<file path="src/hw/rtl/tcw_pkg.sv">
package tcw_pkg;

    localparam int TIME_W     = 48;
    localparam int CH_W       = 8;
    localparam int TAG_W      = 16;
    localparam int TOF_W      = 31;
    localparam int TCNT_W     = 32;
    localparam int WIN_W      = 24;
    localparam int SF_W       = 10;
    localparam int CFG_IDX_W  = 8;
    localparam int CFG_DATA_W = 24;

    localparam logic [CFG_IDX_W-1:0] REG_TRIGGER_CHANNEL = 8'd0;
    localparam logic [CFG_IDX_W-1:0] REG_WINDOW_TICKS    = 8'd1;
    localparam logic [CFG_IDX_W-1:0] REG_PREV_ONLY_MODE  = 8'd2;
    localparam logic [CFG_IDX_W-1:0] REG_SCALE_FACTOR    = 8'd3;

    localparam logic [CH_W-1:0]  RST_TRIGGER_CHANNEL = 8'd64;
    localparam logic [WIN_W-1:0] RST_WINDOW_TICKS    = 24'd16000;
    localparam logic             RST_PREV_ONLY_MODE  = 1'b0;
    localparam logic [SF_W-1:0]  RST_SCALE_FACTOR    = 10'd10;

    typedef struct packed {
        logic [CH_W-1:0]  trigger_channel;
        logic [WIN_W-1:0] window_ticks;
        logic             prev_only_mode;
        logic [SF_W-1:0]  scale_factor;
    } tcw_cfg_t;

    // One classified hit as it travels from the front end to the pairing engine.
    typedef struct packed {
        logic [TIME_W-1:0] hit_time;
        logic [CH_W-1:0]   channel_index;
        logic [TAG_W-1:0]  hit_tag;
        logic              is_trig;
        logic [TCNT_W-1:0] tcount;
    } tcw_item_t;

    typedef struct packed {
        logic idle;
        logic pend_valid;
        logic count_ok;
    } tcw_status_t;

endpackage

</file>
<file path="src/hw/rtl/tcw_ifs.sv">
interface tcw_hit_if;
    import tcw_pkg::*;
    logic              valid;
    logic              ready;
    logic [TIME_W-1:0] hit_time;
    logic [CH_W-1:0]   channel_index;
    logic [TAG_W-1:0]  hit_tag;
    modport source (output valid, output hit_time, output channel_index, output hit_tag,
                    input ready);
    modport sink   (input valid, input hit_time, input channel_index, input hit_tag,
                    output ready);
endinterface

interface tcw_result_if;
    import tcw_pkg::*;
    logic                     valid;
    logic                     ready;
    logic signed [TOF_W-1:0]  tof_scaled;
    logic [CH_W-1:0]          pair_channel;
    logic [TIME_W-1:0]        pair_time;
    logic [TAG_W-1:0]         pair_tag;
    logic [TCNT_W-1:0]        trigger_count;
    logic                     last;
    modport source (output valid, output tof_scaled, output pair_channel, output pair_time,
                    output pair_tag, output trigger_count, output last, input ready);
    modport sink   (input valid, input tof_scaled, input pair_channel, input pair_time,
                    input pair_tag, input trigger_count, input last, output ready);
endinterface

interface tcw_cfg_if;
    import tcw_pkg::*;
    logic                  valid;
    logic                  ready;
    logic [CFG_IDX_W-1:0]  index;
    logic [CFG_DATA_W-1:0] data;
    modport source (output valid, output index, output data, input ready);
    modport sink   (input valid, input index, input data, output ready);
endinterface

</file>
<file path="src/hw/rtl/tof_coincidence_window_core.sv">
// Time-of-flight coincidence finder. Hits are accepted on the hit channel in
// time order and classified against the trigger channel by the front end, which
// buffers up to two hits. The pairing engine takes one hit at a time. In
// all-pairs mode it stores the hit in a ring of WINDOW_DEPTH entries, ages out
// old entries and then scans the window one stored hit at a time through the
// read, compare, multiply and finish steps; the finish step stalls while a
// new pair and a held pair meet a full output register. In previous-trigger
// mode a non-trigger hit after a trigger goes to the multiply and finish steps.
// Each pair within the window yields one result transfer; the last transfer
// caused by a hit carries last. Configuration registers may only be written
// while no hit is in flight.
module tof_coincidence_window_core #(
    parameter int WINDOW_DEPTH = 32
) (
    input  logic          clk,
    input  logic          rst_n,
    tcw_hit_if.sink       hit,
    tcw_result_if.source  result,
    tcw_cfg_if.sink       cfg
);
    import tcw_pkg::*;

    tcw_cfg_t    cfg_reg;
    tcw_item_t   q_item;
    logic        q_valid;
    logic        q_ready;
    tcw_status_t status;

    // The register file always takes a write transfer; unknown indexes are dropped.
    assign cfg.ready = 1'b1;

    always_ff @(posedge clk or negedge rst_n)
    begin
        if (!rst_n)
        begin
            cfg_reg.trigger_channel <= RST_TRIGGER_CHANNEL;
            cfg_reg.window_ticks    <= RST_WINDOW_TICKS;
            cfg_reg.prev_only_mode  <= RST_PREV_ONLY_MODE;
            cfg_reg.scale_factor    <= RST_SCALE_FACTOR;
        end
        else if (cfg.valid)
        begin
            unique case (cfg.index)
                REG_TRIGGER_CHANNEL: cfg_reg.trigger_channel <= cfg.data[CH_W-1:0];
                REG_WINDOW_TICKS:    cfg_reg.window_ticks    <= cfg.data[WIN_W-1:0];
                REG_PREV_ONLY_MODE:  cfg_reg.prev_only_mode  <= cfg.data[0];
                REG_SCALE_FACTOR:    cfg_reg.scale_factor    <= cfg.data[SF_W-1:0];
                default:             cfg_reg <= cfg_reg;
            endcase
        end
    end

    // Front end: trigger classification, trigger counting and the hit queue.
    tcw_front u_front (
        .clk     (clk),
        .rst_n   (rst_n),
        .hit     (hit),
        .cfg     (cfg_reg),
        .q_item  (q_item),
        .q_valid (q_valid),
        .q_ready (q_ready)
    );

    // Back end: window store, pairing scan and result output register.
    tcw_back #(
        .WINDOW_DEPTH (WINDOW_DEPTH)
    ) u_back (
        .clk     (clk),
        .rst_n   (rst_n),
        .cfg     (cfg_reg),
        .q_item  (q_item),
        .q_valid (q_valid),
        .q_ready (q_ready),
        .result  (result),
        .status  (status)
    );

    // A pair held back for the last marker must be sent before the next hit is taken.
    a_idle_no_pending: assert property (@(posedge clk) disable iff (!rst_n)
        status.idle |-> !status.pend_valid)
        else $error("pairing engine idle with a held result");

    // The window never claims more entries than the store holds.
    a_count_bound: assert property (@(posedge clk) disable iff (!rst_n)
        status.count_ok)
        else $error("window count exceeds depth");

    // A held result can only be pending while the engine is busy with its hit.
    a_pend_busy: assert property (@(posedge clk) disable iff (!rst_n)
        status.pend_valid |=> (status.pend_valid || $past(!status.idle)))
        else $error("held result appeared outside a scan");

endmodule

</file>
<file path="src/hw/rtl/tcw_front.sv">
module tcw_front (
    input  logic                clk,
    input  logic                rst_n,
    tcw_hit_if.sink             hit,
    input  tcw_pkg::tcw_cfg_t   cfg,
    output tcw_pkg::tcw_item_t  q_item,
    output logic                q_valid,
    input  logic                q_ready
);
    import tcw_pkg::*;

    // Two-entry queue in front of the pairing engine.
    tcw_item_t         buf_reg [2];
    logic              wr_ptr_reg;
    logic              rd_ptr_reg;
    logic [1:0]        cnt_reg;
    logic [TCNT_W-1:0] trig_cnt_reg;

    logic      push;
    logic      pop;
    logic      is_trig;
    tcw_item_t new_item;

    assign is_trig   = (hit.channel_index == cfg.trigger_channel);
    assign hit.ready = (cnt_reg != 2'd2);
    assign push      = hit.valid && hit.ready;
    assign q_valid   = (cnt_reg != 2'd0);
    assign pop       = q_valid && q_ready;
    assign q_item    = buf_reg[rd_ptr_reg];

    always_comb
    begin
        new_item.hit_time      = hit.hit_time;
        new_item.channel_index = hit.channel_index;
        new_item.hit_tag       = hit.hit_tag;
        new_item.is_trig       = is_trig;
        new_item.tcount        = trig_cnt_reg + TCNT_W'(is_trig);
    end

    always_ff @(posedge clk)
    begin
        if (push)
        begin
            buf_reg[wr_ptr_reg] <= new_item;
        end
    end

    always_ff @(posedge clk or negedge rst_n)
    begin
        if (!rst_n)
        begin
            wr_ptr_reg   <= 1'b0;
            rd_ptr_reg   <= 1'b0;
            cnt_reg      <= 2'd0;
            trig_cnt_reg <= '0;
        end
        else
        begin
            if (push)
            begin
                wr_ptr_reg   <= ~wr_ptr_reg;
                trig_cnt_reg <= new_item.tcount;
            end
            if (pop)
            begin
                rd_ptr_reg <= ~rd_ptr_reg;
            end
            cnt_reg <= cnt_reg + 2'(push) - 2'(pop);
        end
    end

endmodule

</file>
<file path="src/hw/rtl/tcw_back.sv">
module tcw_back #(
    parameter int WINDOW_DEPTH = 32
) (
    input  logic                 clk,
    input  logic                 rst_n,
    input  tcw_pkg::tcw_cfg_t    cfg,
    input  tcw_pkg::tcw_item_t   q_item,
    input  logic                 q_valid,
    output logic                 q_ready,
    tcw_result_if.source         result,
    output tcw_pkg::tcw_status_t status
);
    import tcw_pkg::*;

    localparam int IDX_W = $clog2(WINDOW_DEPTH);
    localparam int CNT_W = $clog2(WINDOW_DEPTH + 1);
    localparam int DT_W  = 38;
    localparam int PR_W  = DT_W + SF_W + 1;
    localparam logic [CNT_W-1:0] DEPTH_C = CNT_W'(WINDOW_DEPTH);
    localparam logic signed [TIME_W:0] DT_FLOOR = -(49'sd1 <<< (DT_W - 2));
    localparam logic signed [PR_W-1:0] Q_MAX = PR_W'(64'sd1073741823);
    localparam logic signed [PR_W-1:0] Q_MIN = -(PR_W'(64'sd1073741824));

    typedef enum logic [2:0] {
        S_IDLE, S_AGE_RD, S_AGE_CHK, S_SCAN_RD, S_SCAN_CHK, S_MUL, S_FIN, S_FLUSH
    } state_t;

    function automatic logic [IDX_W-1:0] wrap_add(logic [IDX_W-1:0] a, logic [IDX_W-1:0] b);
        logic [IDX_W:0] s;
        s = {1'b0, a} + {1'b0, b};
        if (s >= (IDX_W+1)'(WINDOW_DEPTH))
        begin
            s = s - (IDX_W+1)'(WINDOW_DEPTH);
        end
        return s[IDX_W-1:0];
    endfunction

    function automatic logic signed [DT_W-1:0] clamp_dt(logic signed [TIME_W:0] d);
        logic signed [TIME_W:0] c;
        c = (d < DT_FLOOR) ? DT_FLOOR : d;
        return c[DT_W-1:0];
    endfunction

    // Window store.
    logic [TIME_W-1:0] mem_time [WINDOW_DEPTH];
    logic [CH_W-1:0]   mem_ch   [WINDOW_DEPTH];
    logic [TAG_W-1:0]  mem_tag  [WINDOW_DEPTH];
    logic [TIME_W-1:0] rd_time_reg;
    logic [CH_W-1:0]   rd_ch_reg;
    logic [TAG_W-1:0]  rd_tag_reg;

    state_t                  state_reg;
    tcw_item_t               cur_reg;
    logic [IDX_W-1:0]        head_reg;
    logic [CNT_W-1:0]        count_reg;
    logic [CNT_W-1:0]        idx_reg;
    logic                    prev_valid_reg;
    logic [TIME_W-1:0]       prev_time_reg;
    logic signed [DT_W-1:0]  dt_reg;
    logic                    ok_reg;
    logic                    final_reg;
    logic [CH_W-1:0]         cand_ch_reg;
    logic [TIME_W-1:0]       cand_time_reg;
    logic [TAG_W-1:0]        cand_tag_reg;
    logic signed [PR_W-1:0]  prod_reg;
    logic                    pend_valid_reg;
    logic signed [TOF_W-1:0] pend_tof_reg;
    logic [CH_W-1:0]         pend_ch_reg;
    logic [TIME_W-1:0]       pend_time_reg;
    logic [TAG_W-1:0]        pend_tag_reg;
    logic                    out_valid_reg;
    logic signed [TOF_W-1:0] out_tof_reg;
    logic [CH_W-1:0]         out_ch_reg;
    logic [TIME_W-1:0]       out_time_reg;
    logic [TAG_W-1:0]        out_tag_reg;
    logic [TCNT_W-1:0]       out_tcnt_reg;
    logic                    out_last_reg;

    logic                    take;
    logic                    wr_en;
    logic [IDX_W-1:0]        h1;
    logic [CNT_W-1:0]        c1;
    logic [IDX_W-1:0]        wr_addr;
    logic [IDX_W-1:0]        rd_addr;
    logic signed [TIME_W:0]  age_d;
    logic signed [TIME_W:0]  win_s;
    logic signed [TIME_W:0]  prev_d;
    logic signed [TIME_W:0]  sc_d;
    logic                    sc_pair;
    logic                    old_trig;
    logic signed [PR_W-1:0]  q_adj;
    logic signed [PR_W-1:0]  q_div;
    logic signed [TOF_W-1:0] q_sat;
    logic                    out_free;
    logic                    out_load;
    logic [CNT_W-1:0]        idx_inc;

    assign q_ready  = (state_reg == S_IDLE);
    assign take     = q_valid && q_ready;
    assign wr_en    = take && !cfg.prev_only_mode;
    assign out_free = !out_valid_reg || result.ready;
    assign win_s    = $signed({25'd0, cfg.window_ticks});
    assign idx_inc  = idx_reg + CNT_W'(1);
    // The output register takes a new transfer this cycle.
    assign out_load = ((state_reg == S_FIN) && ok_reg && pend_valid_reg && out_free) ||
                      ((state_reg == S_FLUSH) && pend_valid_reg && out_free);

    always_comb
    begin
        if (count_reg == DEPTH_C)
        begin
            h1 = wrap_add(head_reg, IDX_W'(1));
            c1 = DEPTH_C - CNT_W'(1);
        end
        else
        begin
            h1 = head_reg;
            c1 = count_reg;
        end
        wr_addr = wrap_add(h1, c1[IDX_W-1:0]);
        rd_addr = (state_reg == S_SCAN_RD) ? wrap_add(head_reg, idx_reg[IDX_W-1:0]) : head_reg;
        age_d   = $signed({1'b0, cur_reg.hit_time}) - $signed({1'b0, rd_time_reg});
        prev_d  = $signed({1'b0, q_item.hit_time}) - $signed({1'b0, prev_time_reg});
        old_trig = (rd_ch_reg == cfg.trigger_channel);
        sc_pair  = old_trig != cur_reg.is_trig;
        sc_d     = old_trig ? age_d : -age_d;
        q_adj    = prod_reg + ((prod_reg < 0) ? PR_W'(15) : PR_W'(0));
        q_div    = q_adj >>> 4;
        if (q_div > Q_MAX)
        begin
            q_sat = TOF_W'(Q_MAX);
        end
        else if (q_div < Q_MIN)
        begin
            q_sat = TOF_W'(Q_MIN);
        end
        else
        begin
            q_sat = q_div[TOF_W-1:0];
        end
    end

    always_ff @(posedge clk)
    begin
        if (wr_en)
        begin
            mem_time[wr_addr] <= q_item.hit_time;
            mem_ch[wr_addr]   <= q_item.channel_index;
            mem_tag[wr_addr]  <= q_item.hit_tag;
        end
        rd_time_reg <= mem_time[rd_addr];
        rd_ch_reg   <= mem_ch[rd_addr];
        rd_tag_reg  <= mem_tag[rd_addr];
    end

    always_ff @(posedge clk or negedge rst_n)
    begin
        if (!rst_n)
        begin
            state_reg      <= S_IDLE;
            head_reg       <= '0;
            count_reg      <= '0;
            idx_reg        <= '0;
            prev_valid_reg <= 1'b0;
            prev_time_reg  <= '0;
            ok_reg         <= 1'b0;
            final_reg      <= 1'b0;
            pend_valid_reg <= 1'b0;
            out_valid_reg  <= 1'b0;
        end
        else
        begin
            if (out_valid_reg && result.ready && !out_load)
            begin
                out_valid_reg <= 1'b0;
            end
            unique case (state_reg)
                S_IDLE:
                begin
                    if (take)
                    begin
                        cur_reg <= q_item;
                        if (cfg.prev_only_mode)
                        begin
                            if (q_item.is_trig)
                            begin
                                prev_valid_reg <= 1'b1;
                                prev_time_reg  <= q_item.hit_time;
                            end
                            else if (prev_valid_reg)
                            begin
                                dt_reg        <= clamp_dt(prev_d);
                                ok_reg        <= (prev_d <= win_s);
                                cand_ch_reg   <= q_item.channel_index;
                                cand_time_reg <= q_item.hit_time;
                                cand_tag_reg  <= q_item.hit_tag;
                                final_reg     <= 1'b1;
                                state_reg     <= S_MUL;
                            end
                        end
                        else
                        begin
                            head_reg  <= h1;
                            count_reg <= c1 + CNT_W'(1);
                            final_reg <= 1'b0;
                            state_reg <= S_AGE_RD;
                        end
                    end
                end
                S_AGE_RD:
                begin
                    state_reg <= S_AGE_CHK;
                end
                S_AGE_CHK:
                begin
                    if (age_d < 0)
                    begin
                        head_reg  <= '0;
                        count_reg <= '0;
                        state_reg <= S_FLUSH;
                    end
                    else if (age_d > win_s)
                    begin
                        head_reg  <= wrap_add(head_reg, IDX_W'(1));
                        count_reg <= count_reg - CNT_W'(1);
                        state_reg <= S_AGE_RD;
                    end
                    else if (count_reg <= CNT_W'(1))
                    begin
                        state_reg <= S_FLUSH;
                    end
                    else
                    begin
                        idx_reg   <= '0;
                        state_reg <= S_SCAN_RD;
                    end
                end
                S_SCAN_RD:
                begin
                    state_reg <= S_SCAN_CHK;
                end
                S_SCAN_CHK:
                begin
                    dt_reg <= clamp_dt(sc_d);
                    ok_reg <= sc_pair && (sc_d <= win_s);
                    if (old_trig)
                    begin
                        cand_ch_reg   <= cur_reg.channel_index;
                        cand_time_reg <= cur_reg.hit_time;
                        cand_tag_reg  <= cur_reg.hit_tag;
                    end
                    else
                    begin
                        cand_ch_reg   <= rd_ch_reg;
                        cand_time_reg <= rd_time_reg;
                        cand_tag_reg  <= rd_tag_reg;
                    end
                    state_reg <= S_MUL;
                end
                S_MUL:
                begin
                    prod_reg  <= dt_reg * $signed({1'b0, cfg.scale_factor});
                    state_reg <= S_FIN;
                end
                S_FIN:
                begin
                    // A new pair pushes the held one out; the held one leaves
                    // with last set only once the scan is over.
                    if (!(ok_reg && pend_valid_reg && !out_free))
                    begin
                        if (ok_reg)
                        begin
                            if (pend_valid_reg)
                            begin
                                out_valid_reg <= 1'b1;
                                out_tof_reg   <= pend_tof_reg;
                                out_ch_reg    <= pend_ch_reg;
                                out_time_reg  <= pend_time_reg;
                                out_tag_reg   <= pend_tag_reg;
                                out_tcnt_reg  <= cur_reg.tcount;
                                out_last_reg  <= 1'b0;
                            end
                            pend_valid_reg <= 1'b1;
                            pend_tof_reg   <= q_sat;
                            pend_ch_reg    <= cand_ch_reg;
                            pend_time_reg  <= cand_time_reg;
                            pend_tag_reg   <= cand_tag_reg;
                        end
                        if (final_reg || !(idx_inc + CNT_W'(1) < count_reg))
                        begin
                            state_reg <= S_FLUSH;
                        end
                        else
                        begin
                            idx_reg   <= idx_inc;
                            state_reg <= S_SCAN_RD;
                        end
                    end
                end
                S_FLUSH:
                begin
                    if (!pend_valid_reg)
                    begin
                        state_reg <= S_IDLE;
                    end
                    else if (out_free)
                    begin
                        out_valid_reg  <= 1'b1;
                        out_tof_reg    <= pend_tof_reg;
                        out_ch_reg     <= pend_ch_reg;
                        out_time_reg   <= pend_time_reg;
                        out_tag_reg    <= pend_tag_reg;
                        out_tcnt_reg   <= cur_reg.tcount;
                        out_last_reg   <= 1'b1;
                        pend_valid_reg <= 1'b0;
                        state_reg      <= S_IDLE;
                    end
                end
                default:
                begin
                    state_reg <= S_IDLE;
                end
            endcase
        end
    end

    assign result.valid         = out_valid_reg;
    assign result.tof_scaled    = out_tof_reg;
    assign result.pair_channel  = out_ch_reg;
    assign result.pair_time     = out_time_reg;
    assign result.pair_tag      = out_tag_reg;
    assign result.trigger_count = out_tcnt_reg;
    assign result.last          = out_last_reg;

    assign status.idle       = (state_reg == S_IDLE);
    assign status.pend_valid = pend_valid_reg;
    assign status.count_ok   = (count_reg <= DEPTH_C);

endmodule

</file>
<file path="src/flat_wrapper.sv">
// flat-port wrapper written by rule: the top's interface ports become plain ports
module tof_coincidence_window_core_flat import tcw_pkg::*;
#(
    parameter int WINDOW_DEPTH = 32
)
  (clk, rst_n, hit_valid, hit_hit_time, hit_channel_index, hit_hit_tag, hit_ready, result_valid, result_tof_scaled, result_pair_channel, result_pair_time, result_pair_tag, result_trigger_count, result_last, result_ready, cfg_valid, cfg_index, cfg_data, cfg_ready);
  tcw_hit_if hit_i ();
  tcw_result_if result_i ();
  tcw_cfg_if cfg_i ();
  input  logic clk;
  input  logic rst_n;
  input wire logic [$bits(hit_i.valid)-1:0] hit_valid;
  input wire logic [$bits(hit_i.hit_time)-1:0] hit_hit_time;
  input wire logic [$bits(hit_i.channel_index)-1:0] hit_channel_index;
  input wire logic [$bits(hit_i.hit_tag)-1:0] hit_hit_tag;
  output wire logic [$bits(hit_i.ready)-1:0] hit_ready;
  output wire logic [$bits(result_i.valid)-1:0] result_valid;
  output wire logic [$bits(result_i.tof_scaled)-1:0] result_tof_scaled;
  output wire logic [$bits(result_i.pair_channel)-1:0] result_pair_channel;
  output wire logic [$bits(result_i.pair_time)-1:0] result_pair_time;
  output wire logic [$bits(result_i.pair_tag)-1:0] result_pair_tag;
  output wire logic [$bits(result_i.trigger_count)-1:0] result_trigger_count;
  output wire logic [$bits(result_i.last)-1:0] result_last;
  input wire logic [$bits(result_i.ready)-1:0] result_ready;
  input wire logic [$bits(cfg_i.valid)-1:0] cfg_valid;
  input wire logic [$bits(cfg_i.index)-1:0] cfg_index;
  input wire logic [$bits(cfg_i.data)-1:0] cfg_data;
  output wire logic [$bits(cfg_i.ready)-1:0] cfg_ready;
  assign hit_i.valid = hit_valid;
  assign hit_i.hit_time = hit_hit_time;
  assign hit_i.channel_index = hit_channel_index;
  assign hit_i.hit_tag = hit_hit_tag;
  assign hit_ready = hit_i.ready;
  assign result_valid = result_i.valid;
  assign result_tof_scaled = result_i.tof_scaled;
  assign result_pair_channel = result_i.pair_channel;
  assign result_pair_time = result_i.pair_time;
  assign result_pair_tag = result_i.pair_tag;
  assign result_trigger_count = result_i.trigger_count;
  assign result_last = result_i.last;
  assign result_i.ready = result_ready;
  assign cfg_i.valid = cfg_valid;
  assign cfg_i.index = cfg_index;
  assign cfg_i.data = cfg_data;
  assign cfg_ready = cfg_i.ready;
  tof_coincidence_window_core #(.WINDOW_DEPTH(WINDOW_DEPTH)) u_core (.clk(clk), .rst_n(rst_n), .hit(hit_i), .result(result_i), .cfg(cfg_i));
endmodule
</file>
<file path="config.mk">
export PLATFORM = sky130hd
export DESIGN_NAME = tof_coincidence_window_core_flat
export DESIGN_NICKNAME = d
export VERILOG_FILES = /design/src/hw/rtl/tcw_pkg.sv /design/src/hw/rtl/tcw_ifs.sv /design/src/hw/rtl/tof_coincidence_window_core.sv /design/src/hw/rtl/tcw_front.sv /design/src/hw/rtl/tcw_back.sv /design/src/flat_wrapper.sv
export SDC_FILE = /design/constraint.sdc
export NUM_CORES = 2
export LEC_CHECK = 0
export BUFFER_PORTS_ARGS = -buffer_cell sky130_fd_sc_hd__clkbuf_2
export CORE_UTILIZATION = 47
export DETAILED_ROUTE_END_ITERATION = 12
export GPL_ROUTABILITY_DRIVEN = 0
export MAX_ROUTING_LAYER = met4
export SYNTH_ARGS = -nofsm -noshare
export SYNTH_HDL_FRONTEND = slang
export SYNTH_HIERARCHICAL = 1
export SYNTH_SLANG_ARGS = --single-unit
</file>
<file path="constraint.sdc">
create_clock -name clk -period 23.9 [get_ports clk]
set_clock_uncertainty 0.2 [all_clocks]
set_input_delay 2.39 -clock clk [delete_from_list [all_inputs] [get_ports clk]]
set_output_delay 2.39 -clock clk [all_outputs]
set_load 0.1 [all_outputs]
</file>
==> summary.md <==
| Metric | Value |
|---|---|
| Status | finished clean |
| Global route overflow | 0 |
| First-pass GRT wire length | 559 mm |
| Top-Level Pins | 248 |
| Static Leak | 0.0573 uW |
| Clock transition at path regs | 0.06 ns |
| Final Hold Vio Count | 0 |
| DR pass1 iterations | 6 |
| Post-cts repair resize count | 0 |
| DRT Wirelength | 385 mm |
| Clock buffer count from CTS | 343 |
| Area grow syn2layout | 12.3% |
| Synthesized net count | 9614 |
| TritonCTS clock tree | yes |
| Worst setup EP type | flop |
| Relative slew slack | 14.3% |
| Area of the multi-input gates | 46400 um2 |
| Peak VDD IR | 0.000124 V |
| Via density | 5.94 |
| RSZ-0062 raised after global routing | false |
| Setup violators final | 0 |
| Largest registers | u_core/u_back/mem_time x1536, u_core/u_back/mem_tag x512, u_core/u_back/mem_ch x256 |
| Critical path arrival | 9.95 ns |
| Clk Tree Root Cell | clkbuf_16 |
| Achievable frequency | 107 MHz |
| Initial antenna violation count | 26 |
| Most common library cell in the layout ignoring fill and taps | edfxtp_1 |
| Period minus WS final | 9.31 ns |
| Fin cells | 13600 |
| Startpoint Class | flop |
| Die Height | 558 um |
| Fillers | 24800 |
| Crit share post-route | 38.9% |
| Most frequent cells in the layout | edfxtp_1, nand2_1, mux4_2 |
| CP Class | reg2reg |
| Core outline area | 307000 um2 |
| H-tree Lvls | 5 |
| DRC violations left | 0 |
| Largest net degree at the start of global routing | 109 |
| Clk_lat worst skew | 0.95 ns |
| Slew Viols, Final | 0 |
| Number of nets with antenna violations after routing | 0 |
| # rows | 203 |
| Critical-path maximum fanout | 41 |
| Max reg flops | 1536 |
| Number of global-route vias before repair | 81500 |
| Starting Density | 47.4% |
| Reg with most FFs | u_core/u_back/mem_time |
| Most used cell along the critical path | a21o_1 |
| Nets | 9943 |
| Die ar. | 311000 um2 |
| Post-DP HPWL | 225 mm |
| Hold-fix buffers, CTS | 0 |
| Area of the mapped netlist | 145000 um2 |
| Fin Setup TNS | 0 ns |
| Post-Place Cells | 13000 |
| Share of layout cells above drive strength 1 | 20.4% |
| Ys Warns | 6 |
| Clock Tree Buf Depth | 4 |
| Register area | 95900 um2 |
| Tightest Pin Transition | 1.28 ns |
| Drt wl/cell | 28.3 um |
| Setup bufs post-CTS | 0 |
| Largest stage delay, worst path | 0.83 ns |
| Initial drt markers | 8093 |
| Total GRT Usage | 25.4% |
| Clock sink count | 3241 |
| Mean Syn Cell Area | 16.4 um2 |
| Max_cap viols | 0 |
| Port Buffers | 246 |
| Synth Instances | 8880 |
| Worst Hold Class | reg2reg |
| PwrDens | 125 nW/um2 |
| Worst Path Required | 24.54 ns |
| Crit-path slowest cell | dfrtp_4 |
| Via count | 80800 |
| Reg-to-reg slack, setup | 14.59 ns |
| Die Wd | 558 um |
==> metrics by stage <==
stage / total power [uW] / util, % / hold WS [ns] / worst slack (ns) / instance area, um2
floorplan: 13000 / - / 0.200 / 7.29 / 145000
global placement: 15000 / 49.5 / 0.201 / 14.45 / 152000
detailed placement: 15100 / 49.5 / 0.205 / 14.67 / 152000
CTS: 20500 / 53.2 / 0.191 / 14.63 / 163000
global route: 21400 / 53.2 / 0.206 / 14.11 / 163000
finish: 20400 / 53.2 / 0.195 / 14.59 / 163000
==> path summary, 6_finish.rpt <==
| path | start | end | depth (start not counted) |
|---|---|---|---|
| worst max-delay path | u_core/u_front/rd_ptr_reg | u_core/u_back/ok_reg | 32 |
| worst min-delay path | u_core/u_back/pend_time_reg[30] | u_core/u_back/result.pair_time[30] | 0 |
| worst max register to register | u_core/u_front/rd_ptr_reg | u_core/u_back/ok_reg | 32 |
| worst min register to register | u_core/u_back/pend_time_reg[30] | u_core/u_back/result.pair_time[30] | 0 |
| max in group asynchronous | rst_n | u_core/u_back/prev_time_reg[33] | 3 |
| min in group asynchronous | rst_n | u_core/u_front/trig_cnt_reg[2] | 1 |
==> layout make-up <==
cell class	count	area share, %
sequential	3241	58.7
multi-input combinational	4729	28.4
clock buffer	453	5.71
tap	4100	3.14
timing repair buffer	403	1.57
clock inverter	180	1.25
inverter	491	1.13
antenna	14	0.0215
==> critical path, delay by kind of cell, from the launching register on <==
kind            cells  cell delay (ns)
flops               1             0.83
simple gates        7             1.49
compound gates     16             3.95
xor+xnor            1             0.28
fa+ha+maj           3             0.88
mux                 1             0.64
buf+inv             4             0.86
==> report_power, final <==
part	total, uW	switching (uW)	leakage, uW	internal (uW)
Clock	5350	2220	0.00555	3130
Combinational	7410	4450	0.0219	2960
Sequential	7660	305	0.0299	7350
==> per-layer routing <==
metal	GRT usage (%)	share of wire [%]
met4	6.91	2.8
met5	-	0
met2	40.0	47
met3	3.57	7.3
met1	34.9	43
(Power assumes the default switching activity.)
